[src/sv/dps_pkg.sv]
// Package for the dynamic priority scheduler: field widths, command and
// status codes, and the controller/datapath interface structs.
// No dependencies.
package dps_pkg;

    localparam int DEF_SLOTS = 8;

    localparam int PRIO_W   = 16;
    localparam int TIME_W   = 8;
    localparam int STATUS_W = 3;
    localparam int SLOTID_W = 3;
    localparam int QCOUNT_W = 4;

    localparam logic CMD_ADMIT = 1'b0;
    localparam logic CMD_TICK  = 1'b1;

    localparam logic [STATUS_W-1:0] ST_ADMITTED   = 3'd0;
    localparam logic [STATUS_W-1:0] ST_FULL       = 3'd1;
    localparam logic [STATUS_W-1:0] ST_ZERO_TIME  = 3'd2;
    localparam logic [STATUS_W-1:0] ST_DISPATCHED = 3'd3;
    localparam logic [STATUS_W-1:0] ST_EMPTY      = 3'd4;

    localparam logic [PRIO_W-1:0] PRIO_MIN = 16'h8000;

    // Commands from the controller to the datapath.
    typedef struct packed {
        logic capture;    // register the incoming request
        logic admit;      // insert the new process and mark its slot busy
        logic pop;        // move the queue head into the hold registers
        logic requeue;    // reinsert the held process with aged priority
        logic retire;     // free the held process's slot
        logic out_admit;  // load an admit result into the output register
        logic out_tick;   // load a tick result into the output register
        logic out_empty;  // the tick found the queue empty
    } dps_cmd_t;

    // Status from the datapath to the controller.
    typedef struct packed {
        logic cmd_tick;
        logic full;
        logic need_zero;
        logic empty;
        logic hold_done;
    } dps_stat_t;

endpackage

[src/sv/dps_ctrl.sv]
// Controller state machine of the dynamic priority scheduler.
// Depends on dps_pkg for the command and status structs.
module dps_ctrl (
    input  logic              aclk,
    input  logic              aresetn,
    input  logic              s_valid,
    output logic              s_ready,
    output logic              m_valid,
    input  logic              m_ready,
    input  dps_pkg::dps_stat_t stat,
    output dps_pkg::dps_cmd_t  cmd
);

    localparam logic [1:0] S_IDLE  = 2'd0;
    localparam logic [1:0] S_ADMIT = 2'd1;
    localparam logic [1:0] S_POP   = 2'd2;
    localparam logic [1:0] S_FIN   = 2'd3;

    logic [1:0] state_reg, state_next;
    logic       empty_reg, empty_next;
    logic       m_valid_reg, m_valid_next;
    logic       out_free;

    assign out_free = !m_valid_reg || m_ready;
    assign s_ready  = (state_reg == S_IDLE);
    assign m_valid  = m_valid_reg;

    always_comb begin
        state_next = state_reg;
        empty_next = empty_reg;
        cmd        = '0;
        unique case (state_reg)
            S_IDLE: begin
                if (s_valid) begin
                    cmd.capture = 1'b1;
                    state_next  = S_POP;
                end
            end
            S_POP: begin
                // Admits pass through here on their way to
                // S_ADMIT; a tick removes the queue head in this cycle.
                if (!stat.cmd_tick) begin
                    state_next = S_ADMIT;
                end else begin
                    empty_next = stat.empty;
                    cmd.pop    = !stat.empty;
                    state_next = S_FIN;
                end
            end
            S_ADMIT: begin
                if (out_free) begin
                    cmd.admit     = !stat.full && !stat.need_zero;
                    cmd.out_admit = 1'b1;
                    state_next    = S_IDLE;
                end
            end
            S_FIN: begin
                if (out_free) begin
                    cmd.out_tick  = 1'b1;
                    cmd.out_empty = empty_reg;
                    cmd.retire    = !empty_reg && stat.hold_done;
                    cmd.requeue   = !empty_reg && !stat.hold_done;
                    state_next    = S_IDLE;
                end
            end
            default: state_next = S_IDLE;
        endcase
    end

    always_comb begin
        if (cmd.out_admit || cmd.out_tick) begin
            m_valid_next = 1'b1;
        end else if (m_ready) begin
            m_valid_next = 1'b0;
        end else begin
            m_valid_next = m_valid_reg;
        end
    end

    always_ff @(posedge aclk) begin
        if (!aresetn) begin
            state_reg   <= S_IDLE;
            empty_reg   <= 1'b0;
            m_valid_reg <= 1'b0;
        end else begin
            state_reg   <= state_next;
            empty_reg   <= empty_next;
            m_valid_reg <= m_valid_next;
        end
    end

endmodule

[src/sv/dps_dpath.sv]
// Datapath of the dynamic priority scheduler: sorted cell chain, slot map,
// hold registers for the dispatched process and the result register.
// Depends on dps_pkg for widths, codes and the interface structs.
module dps_dpath #(
    parameter int SLOTS = dps_pkg::DEF_SLOTS
) (
    input  logic                                aclk,
    input  logic                                aresetn,
    input  logic                                s_command,
    input  logic signed [dps_pkg::PRIO_W-1:0]   s_priority_req,
    input  logic        [dps_pkg::TIME_W-1:0]   s_need_time,
    input  dps_pkg::dps_cmd_t                   cmd,
    output dps_pkg::dps_stat_t                  stat,
    output logic        [dps_pkg::STATUS_W-1:0] m_status,
    output logic        [dps_pkg::SLOTID_W-1:0] m_slot_id,
    output logic signed [dps_pkg::PRIO_W-1:0]   m_run_priority,
    output logic        [dps_pkg::TIME_W-1:0]   m_run_time,
    output logic                                m_finished,
    output logic        [dps_pkg::QCOUNT_W-1:0] m_queue_count
);

    localparam int SW = $clog2(SLOTS);
    localparam int CW = $clog2(SLOTS + 1);
    localparam int PW = dps_pkg::PRIO_W;
    localparam int TW = dps_pkg::TIME_W;

    // Captured request.
    logic                 in_cmd_reg;
    logic signed [PW-1:0] in_prio_reg;
    logic [TW-1:0]        in_need_reg;

    // Queue cells, head at index 0.
    logic signed [PW-1:0] prio_reg [SLOTS];
    logic [TW-1:0]        need_reg [SLOTS];
    logic [TW-1:0]        run_reg  [SLOTS];
    logic [SW-1:0]        slot_reg [SLOTS];
    logic [SLOTS-1:0]     valid_reg;
    logic signed [PW-1:0] prio_next [SLOTS];
    logic [TW-1:0]        need_next [SLOTS];
    logic [TW-1:0]        run_next  [SLOTS];
    logic [SW-1:0]        slot_next [SLOTS];
    logic [SLOTS-1:0]     valid_next;

    logic [SLOTS-1:0] busy_reg, busy_next;
    logic [CW-1:0]    count_reg, count_next;

    // Dispatched process.
    logic signed [PW-1:0] hold_prio_reg;
    logic [TW-1:0]        hold_need_reg;
    logic [TW-1:0]        hold_run_reg;
    logic [SW-1:0]        hold_slot_reg;

    // Insertion value and per-cell neighbours.
    logic                 insert;
    logic signed [PW-1:0] ins_prio, aged_prio;
    logic [TW-1:0]        ins_need, ins_run;
    logic [SW-1:0]        ins_slot, free_slot;
    logic [SLOTS-1:0]     ge, prev_ge, prev_valid, below_valid;

    logic [31:0] slot_wide, count_wide;

    assign stat.cmd_tick  = (in_cmd_reg == dps_pkg::CMD_TICK);
    assign stat.full      = (count_reg == CW'(SLOTS));
    assign stat.need_zero = (in_need_reg == '0);
    assign stat.empty     = (count_reg == '0);
    assign stat.hold_done = (hold_run_reg == hold_need_reg);

    // Lowest free slot.
    always_comb begin
        free_slot = '0;
        for (int i = SLOTS - 1; i >= 0; i--) begin
            if (!busy_reg[i]) begin
                free_slot = SW'(i);
            end
        end
    end

    assign aged_prio = (hold_prio_reg == dps_pkg::PRIO_MIN) ? hold_prio_reg
                                                            : hold_prio_reg - PW'(1);
    assign insert    = cmd.admit || cmd.requeue;
    assign ins_prio  = cmd.admit ? in_prio_reg : aged_prio;
    assign ins_need  = cmd.admit ? in_need_reg : hold_need_reg;
    assign ins_run   = cmd.admit ? '0 : hold_run_reg;
    assign ins_slot  = cmd.admit ? free_slot : hold_slot_reg;

    // Each cell keeps its entry when it ranks at or above the newcomer,
    // takes the newcomer when it is the first cell that does not, and
    // otherwise takes its upper neighbour's entry. A pop shifts up.
    always_comb begin
        for (int i = 0; i < SLOTS; i++) begin
            ge[i] = valid_reg[i] && (prio_reg[i] >= ins_prio);
        end
        prev_ge[0]    = 1'b1;
        prev_valid[0] = 1'b1;
        for (int i = 1; i < SLOTS; i++) begin
            prev_ge[i]    = ge[i-1];
            prev_valid[i] = valid_reg[i-1];
        end
        for (int i = 0; i < SLOTS - 1; i++) begin
            below_valid[i] = valid_reg[i+1];
        end
        below_valid[SLOTS-1] = 1'b0;

        for (int i = 0; i < SLOTS; i++) begin
            prio_next[i]  = prio_reg[i];
            need_next[i]  = need_reg[i];
            run_next[i]   = run_reg[i];
            slot_next[i]  = slot_reg[i];
            valid_next[i] = valid_reg[i];
            if (cmd.pop) begin
                valid_next[i] = below_valid[i];
                if (i < SLOTS - 1) begin
                    prio_next[i] = prio_reg[(i < SLOTS - 1) ? i + 1 : i];
                    need_next[i] = need_reg[(i < SLOTS - 1) ? i + 1 : i];
                    run_next[i]  = run_reg[(i < SLOTS - 1) ? i + 1 : i];
                    slot_next[i] = slot_reg[(i < SLOTS - 1) ? i + 1 : i];
                end
            end else if (insert) begin
                valid_next[i] = valid_reg[i] || prev_valid[i];
                if (!ge[i]) begin
                    if (prev_ge[i]) begin
                        prio_next[i] = ins_prio;
                        need_next[i] = ins_need;
                        run_next[i]  = ins_run;
                        slot_next[i] = ins_slot;
                    end else begin
                        prio_next[i] = prio_reg[(i > 0) ? i - 1 : i];
                        need_next[i] = need_reg[(i > 0) ? i - 1 : i];
                        run_next[i]  = run_reg[(i > 0) ? i - 1 : i];
                        slot_next[i] = slot_reg[(i > 0) ? i - 1 : i];
                    end
                end
            end
        end
    end

    always_comb begin
        busy_next = busy_reg;
        if (cmd.admit) begin
            busy_next[free_slot] = 1'b1;
        end
        if (cmd.retire) begin
            busy_next[hold_slot_reg] = 1'b0;
        end
    end

    always_comb begin
        priority if (insert) begin
            count_next = count_reg + 1'b1;
        end else if (cmd.pop) begin
            count_next = count_reg - 1'b1;
        end else begin
            count_next = count_reg;
        end
    end

    assign slot_wide  = 32'(cmd.admit ? free_slot : hold_slot_reg);
    assign count_wide = 32'(count_next);

    always_ff @(posedge aclk) begin
        if (!aresetn) begin
            valid_reg <= '0;
            busy_reg  <= '0;
            count_reg <= '0;
        end else begin
            valid_reg <= valid_next;
            busy_reg  <= busy_next;
            count_reg <= count_next;
        end
    end

    always_ff @(posedge aclk) begin
        for (int i = 0; i < SLOTS; i++) begin
            prio_reg[i] <= prio_next[i];
            need_reg[i] <= need_next[i];
            run_reg[i]  <= run_next[i];
            slot_reg[i] <= slot_next[i];
        end
        if (cmd.capture) begin
            in_cmd_reg  <= s_command;
            in_prio_reg <= s_priority_req;
            in_need_reg <= s_need_time;
        end
        if (cmd.pop) begin
            hold_prio_reg <= prio_reg[0];
            hold_need_reg <= need_reg[0];
            hold_run_reg  <= run_reg[0] + 1'b1;
            hold_slot_reg <= slot_reg[0];
        end
        if (cmd.out_admit) begin
            m_run_priority <= '0;
            m_run_time     <= '0;
            m_finished     <= 1'b0;
            m_queue_count  <= count_wide[dps_pkg::QCOUNT_W-1:0];
            if (stat.full) begin
                m_status  <= dps_pkg::ST_FULL;
                m_slot_id <= '0;
            end else if (stat.need_zero) begin
                m_status  <= dps_pkg::ST_ZERO_TIME;
                m_slot_id <= '0;
            end else begin
                m_status  <= dps_pkg::ST_ADMITTED;
                m_slot_id <= slot_wide[dps_pkg::SLOTID_W-1:0];
            end
        end else if (cmd.out_tick) begin
            m_queue_count <= count_wide[dps_pkg::QCOUNT_W-1:0];
            if (cmd.out_empty) begin
                m_status       <= dps_pkg::ST_EMPTY;
                m_slot_id      <= '0;
                m_run_priority <= '0;
                m_run_time     <= '0;
                m_finished     <= 1'b0;
            end else begin
                m_status       <= dps_pkg::ST_DISPATCHED;
                m_slot_id      <= slot_wide[dps_pkg::SLOTID_W-1:0];
                m_run_priority <= hold_prio_reg;
                m_run_time     <= hold_run_reg;
                m_finished     <= stat.hold_done;
            end
        end
    end

endmodule

[src/sv/dynamic_priority_scheduler_top.sv]
// Top level of the dynamic priority scheduler: controller plus datapath.
// Depends on dps_pkg, dps_ctrl and dps_dpath.
//
// The block keeps a ready queue of up to SLOTS processes in a chain of
// cells sorted by priority, largest first, with earlier arrivals ahead of
// later ones of equal priority. An admit request (command 0) takes the
// lowest free slot and is inserted behind every entry of equal or higher
// priority; it is refused with status full when all slots are busy, and
// with status zero time when its need is zero. A tick request (command 1)
// removes the head, advances its run time by one and either retires it,
// freeing its slot, or requeues it one priority lower (the minimum
// priority stays put). A request is accepted in the idle state only, and
// each request yields exactly one result. Both kinds of request follow
// the controller's sequence: capture, then a state in which a tick
// removes the head and an admit only passes through, then, once the
// output register is free, at most one insertion into the cell chain in
// the cycle that loads the result register. The controller is idle again
// in the cycle after that and takes no new request before it is through
// with the last one. A new request is taken while a result still waits
// in the output register; its own result waits until that register is
// free.
module dynamic_priority_scheduler_top #(
    parameter int SLOTS = dps_pkg::DEF_SLOTS
) (
    input  logic                                aclk,
    input  logic                                aresetn,
    input  logic                                s_valid,
    output logic                                s_ready,
    input  logic                                s_command,
    input  logic signed [dps_pkg::PRIO_W-1:0]   s_priority_req,
    input  logic        [dps_pkg::TIME_W-1:0]   s_need_time,
    output logic                                m_valid,
    input  logic                                m_ready,
    output logic        [dps_pkg::STATUS_W-1:0] m_status,
    output logic        [dps_pkg::SLOTID_W-1:0] m_slot_id,
    output logic signed [dps_pkg::PRIO_W-1:0]   m_run_priority,
    output logic        [dps_pkg::TIME_W-1:0]   m_run_time,
    output logic                                m_finished,
    output logic        [dps_pkg::QCOUNT_W-1:0] m_queue_count
);

    // Command and status between the controller and the datapath.
    dps_pkg::dps_cmd_t  cmd;
    dps_pkg::dps_stat_t stat;

    // The controller sequences each request and owns both handshakes.
    dps_ctrl u_ctrl (
        .aclk    (aclk),
        .aresetn (aresetn),
        .s_valid (s_valid),
        .s_ready (s_ready),
        .m_valid (m_valid),
        .m_ready (m_ready),
        .stat    (stat),
        .cmd     (cmd)
    );

    // The datapath holds the sorted queue, the slot map and the result.
    dps_dpath #(
        .SLOTS (SLOTS)
    ) u_dpath (
        .aclk           (aclk),
        .aresetn        (aresetn),
        .s_command      (s_command),
        .s_priority_req (s_priority_req),
        .s_need_time    (s_need_time),
        .cmd            (cmd),
        .stat           (stat),
        .m_status       (m_status),
        .m_slot_id      (m_slot_id),
        .m_run_priority (m_run_priority),
        .m_run_time     (m_run_time),
        .m_finished     (m_finished),
        .m_queue_count  (m_queue_count)
    );

endmodule

[config.mk]
export PLATFORM = sky130hd
export DESIGN_NAME = dynamic_priority_scheduler_top
export DESIGN_NICKNAME = d
export VERILOG_FILES = /design/src/sv/dps_pkg.sv /design/src/sv/dps_ctrl.sv /design/src/sv/dps_dpath.sv /design/src/sv/dynamic_priority_scheduler_top.sv
export SDC_FILE = /design/constraint.sdc
export NUM_CORES = 1
export LEC_CHECK = 0
export ABC_AREA = 1
export BUFFER_PORTS_ARGS = -buffer_cell sky130_fd_sc_hd__clkbuf_2
export CAP_MARGIN = 10
export CORE_MARGIN = 3
export CORE_UTILIZATION = 40
export CTS_CLUSTER_SIZE = 12
export DETAILED_ROUTE_END_ITERATION = 6
export PLACE_DENSITY = 0.54
export SLEW_MARGIN = 5
export SYNTH_ARGS = -nofsm -noshare
export SYNTH_HDL_FRONTEND = slang
export SYNTH_SLANG_ARGS = --single-unit
export TNS_END_PERCENT = 50
[constraint.sdc]
create_clock -name aclk -period 8 [get_ports aclk]
set_input_delay 1.2 -clock aclk [delete_from_list [all_inputs] [get_ports aclk]]
set_output_delay 1.2 -clock aclk [all_outputs]
set_load 0.005 [all_outputs]
==> results.md <==
- Final Setup Violations: 0
- Max-slew headroom: 27.1%
- Clock power share: 33.7%
- FF-to-FF Start: u_dpath.count_reg[0]$_SDFF_PN0_
- CTS H-tree depth: 2
- Synth Flop Type: edfxtp_1
- Num rows: 88
- Ys Warns: 0
- Max Slew Vio Count: 0
- Synth Cell Area: 23700 um2
- FMAX: 181 MHz
- CTS Hold Bufs: 0
- Post-cts sizing count: 0
- Max FO, Critical Path: 55
- I/O pin count: 66
- Area growth, synth to finish: 10.7%
- LEAKAGE: 12.0 nW
- Worst EP required: 8320 ps
- Seq/Total Area, Yosys: 48.5%
- Total number of vias: 19300
- Switching share of total power: 32.2%
- Nets: 3066
- Hold/Removal Path Class: reg -> reg
- Largest register FFs: 128
- Die W: 249 um
- Simple-Gate Fraction of Synth Area: 29.8%
- Cells after Synth: 2890
- CTS Root Buffer Type: clkbuf_16
- First-pass GRT wire length: 107 mm
- Reg2Reg Capture Point: u_dpath.prio_reg[1][21]$_DFFE_PP_
- R2R Setup Slk: 2590 ps
- RSZ-0062 raised after global routing: false
- DRT iter0 DRCs: 1582
- Avg Inst Size Synth: 8.20 um2
- Placed wire-length estimate: 46.7 mm
- Setup crit end: u_dpath.prio_reg[1][21]$_DFFE_PP_
- Post-Synth XOR/XNOR Area: 0.628%
- Seq cells post-synth: 399
- Final wirelength: 67.5 mm
- Final ANT Viol Nets: 0
- Routed WL per cell: 18.2 um
- Crit end category: register
- Skew final: 28.4 ps
- Min-Delay Startpoint: u_dpath.slot_reg[0][0]$_DFFE_PP_
- Tot Pwr: 0.00630 W
- Max clock buf depth: 3
- Maximum number of pins on one net before global-route repair: 194
- Final RePlAce weighted congestion: 0.856
- Fin util: 45.1%
- Die area: 62200 um2
- Period utilization: 69.0%
- Pwr dens: 240 nW/um2
- Share of power burned in registers: 43.7%
- Initial antenna violation count: 0
- Clk Latency, worst-skew pair: 590 ps
- Share of the synthesized area in the top cell type: 44.4%
- CTS tree: yes
- Launch point of the worst path: m_ready
- DR vias/cell: 5.20
- Core area: 58100 um2
- Main combinational cell family by area after synthesis: simple AND/OR/NAND/NOR gates
- FFs w/ async S/R, synth: 0%
- Mux contribution to synthesized area: 0%
- Pin slew with the least headroom to its limit: 1090 ps
- GRT Total Usage: 21.1%
- Num CTS Buffers: 48
- Final Critical Period: 5520 ps
- Vias in the first global route: 18700
- Sw Pwr: 0.00203 W
- Worst-path clk slew: 50 ps
- Share of cells above drive strength 1: 8.10%
- Cell taking the most area after synthesis: edfxtp_1
- Peak supply drop: 171 uV
- Status: finished, final reports clean
- Clock Sinks: 399
- Non-filler instance count after layout: 3704
- Final hold violations: 0
- Chip Height: 249 um
- Antenna diodes: 0
- Crit Path Class: in -> reg
- Yosys cell types: 46
- Synth top area cells: edfxtp_1 44%, nand2_1 16%, nand3_1 10%
- Final TNS setup: 0 ps
- Placed Instances: 3618
- Post-Synthesis Net Count: 3052
- Max cap viols: 0
- CP Data Arrival Time: 5840 ps
- Initial Util: 40.8%
- Reg2Reg Depth: 25
- Gr ovfl total: 0
- Number of synthesized flops with an enable pin: 350
- Residual DRC count: 0
- Internal Power: 0.00427 W
- PortBufs: 65
- Area share of fa/ha/maj cells after synthesis: 7.02%
- Post-CTS Repair Setup Buffers: 0
- Complex-gate fraction of the synthesized area: 5.74%
- Worst setup SP type: input port
- Comb power frac: 22.5%
- First-pass DRT Iterations: 5
==> power groups by stage <==
stage | Combinational (W) | Sequential (W) | Clock [W]
floorplan | 0.000972 | 0.00275 | 0
global placement | 0.00137 | 0.00279 | 0
detailed placement | 0.00141 | 0.00279 | 0
CTS | 0.00141 | 0.00275 | 0.00218
global route | 0.00160 | 0.00278 | 0.00226
finish | 0.00142 | 0.00275 | 0.00212
==> critical path: stages <==
cell and delay, ps:
clkbuf_2 70, inv_1 50, nand2_2 90, nand3_4 130, nor2_4 160, nand2_4 380
or2_2 440, nand2_1 300, inv_1 320, ha_1 300, inv_1 60, nand2_1 50
nand2_1 50, nand2_1 40, nand2_1 50, nand2_1 50, nand2_1 60, nand2_1 60
nand3_1 80, nand3_2 450, buf_4 420, nand2_2 660, nand2_1 150, nand3_1 110
nand2_1 60
==> cells in the mapped netlist, types with 11 or more instances <==
cell type / number
inv_1: 334
buf_4: 16
nand2_1: 981
clkbuf_1: 55
xor2_1: 16
nor3_1: 11
a21oi_1: 63
nand3b_1: 31
nand3_1: 472
nor2_1: 86
ha_1: 133
o21ai_0: 96
buf_2: 55
dfxtp_1: 49
edfxtp_1: 350
nand4_1: 15
o21ai_2: 21
==> metal layers <==
layer / GRT usage (%) / vias to the layer above / wire length [um]
met5: 0 / - / 0
met4: 4.59 / 0 / 1200
met3: 2.99 / 87 / 4130
met2: 33.3 / 620 / 29800
met1: 31.0 / 8973 / 32400
li1: - / 9599 / -
==> cells in the final DEF (no fill, tap or decap), types with 6 or more instances in the layout <==
cell type and count:
o211a_1 6, nor3_1 11, clkbuf_1 19, nand2_1 981
clkbuf_2 65, edfxtp_1 350, buf_4 38, o21ai_1 9
o21ai_0 96, inv_1 334, o21ai_2 21, a21oi_1 63
a31oi_4 6, a21o_1 6, xor2_1 16, nor2_1 86
nand4_1 15, clkbuf_16 50, nand2_2 9, o21bai_1 8
dfxtp_1 49, nand3b_1 31, nand3_2 7, nand3_1 472
ha_1 133
==> area by class of cell <==
type / instances / area, um2
inverters: 340 / 1280
multi-input cells: 2010 / 10300
clock buffers: 73 / 1380
fillers: 5719 / 31900
well taps: 765 / 957
repair buffers: 105 / 658
clock inverters: 12 / 129
flip-flops and latches: 399 / 11500
==> through the flow <==
| step | setup slack, ps | cell area (um2) | hold slack [ps] |
|---|---|---|---|
| after floorplan | 1820 | 23700 | 426 |
| after global placement | 2080 | 24700 | 432 |
| after detailed placement | 1980 | 24700 | 437 |
| after CTS | 2570 | 26200 | 452 |
| after global routing | 2060 | 26200 | 464 |
| final | 2480 | 26200 | 448 |
==> worst min path at each step <==
stage                                    endpoint  depth (start not counted)  slack [ps]
2_1_floorplan  u_dpath.hold_need_reg[0]$_DFFE_PP_                          0         430
3_3_place_gp   u_dpath.hold_need_reg[7]$_DFFE_PP_                          0         430
3_5_place_dp   u_dpath.hold_slot_reg[2]$_DFFE_PP_                          0         440
4_1_cts        u_dpath.hold_slot_reg[0]$_DFFE_PP_                          0         450
5_1_grt        u_dpath.hold_slot_reg[0]$_DFFE_PP_                          0         460
6_report       u_dpath.hold_slot_reg[0]$_DFFE_PP_                          0         450
==> cells by family after synthesis <==
| group | Yosys count |
|---|---|
| DFF | 399 |
| adders and majority gates | 133 |
| xor gates and xnor gates | 17 |
| buffers and inverters | 481 |
| AOI/OAI and AO/OA | 230 |
| and+or+nand+nor | 1630 |
Note: power is estimated with default switching activity, not from simulation.
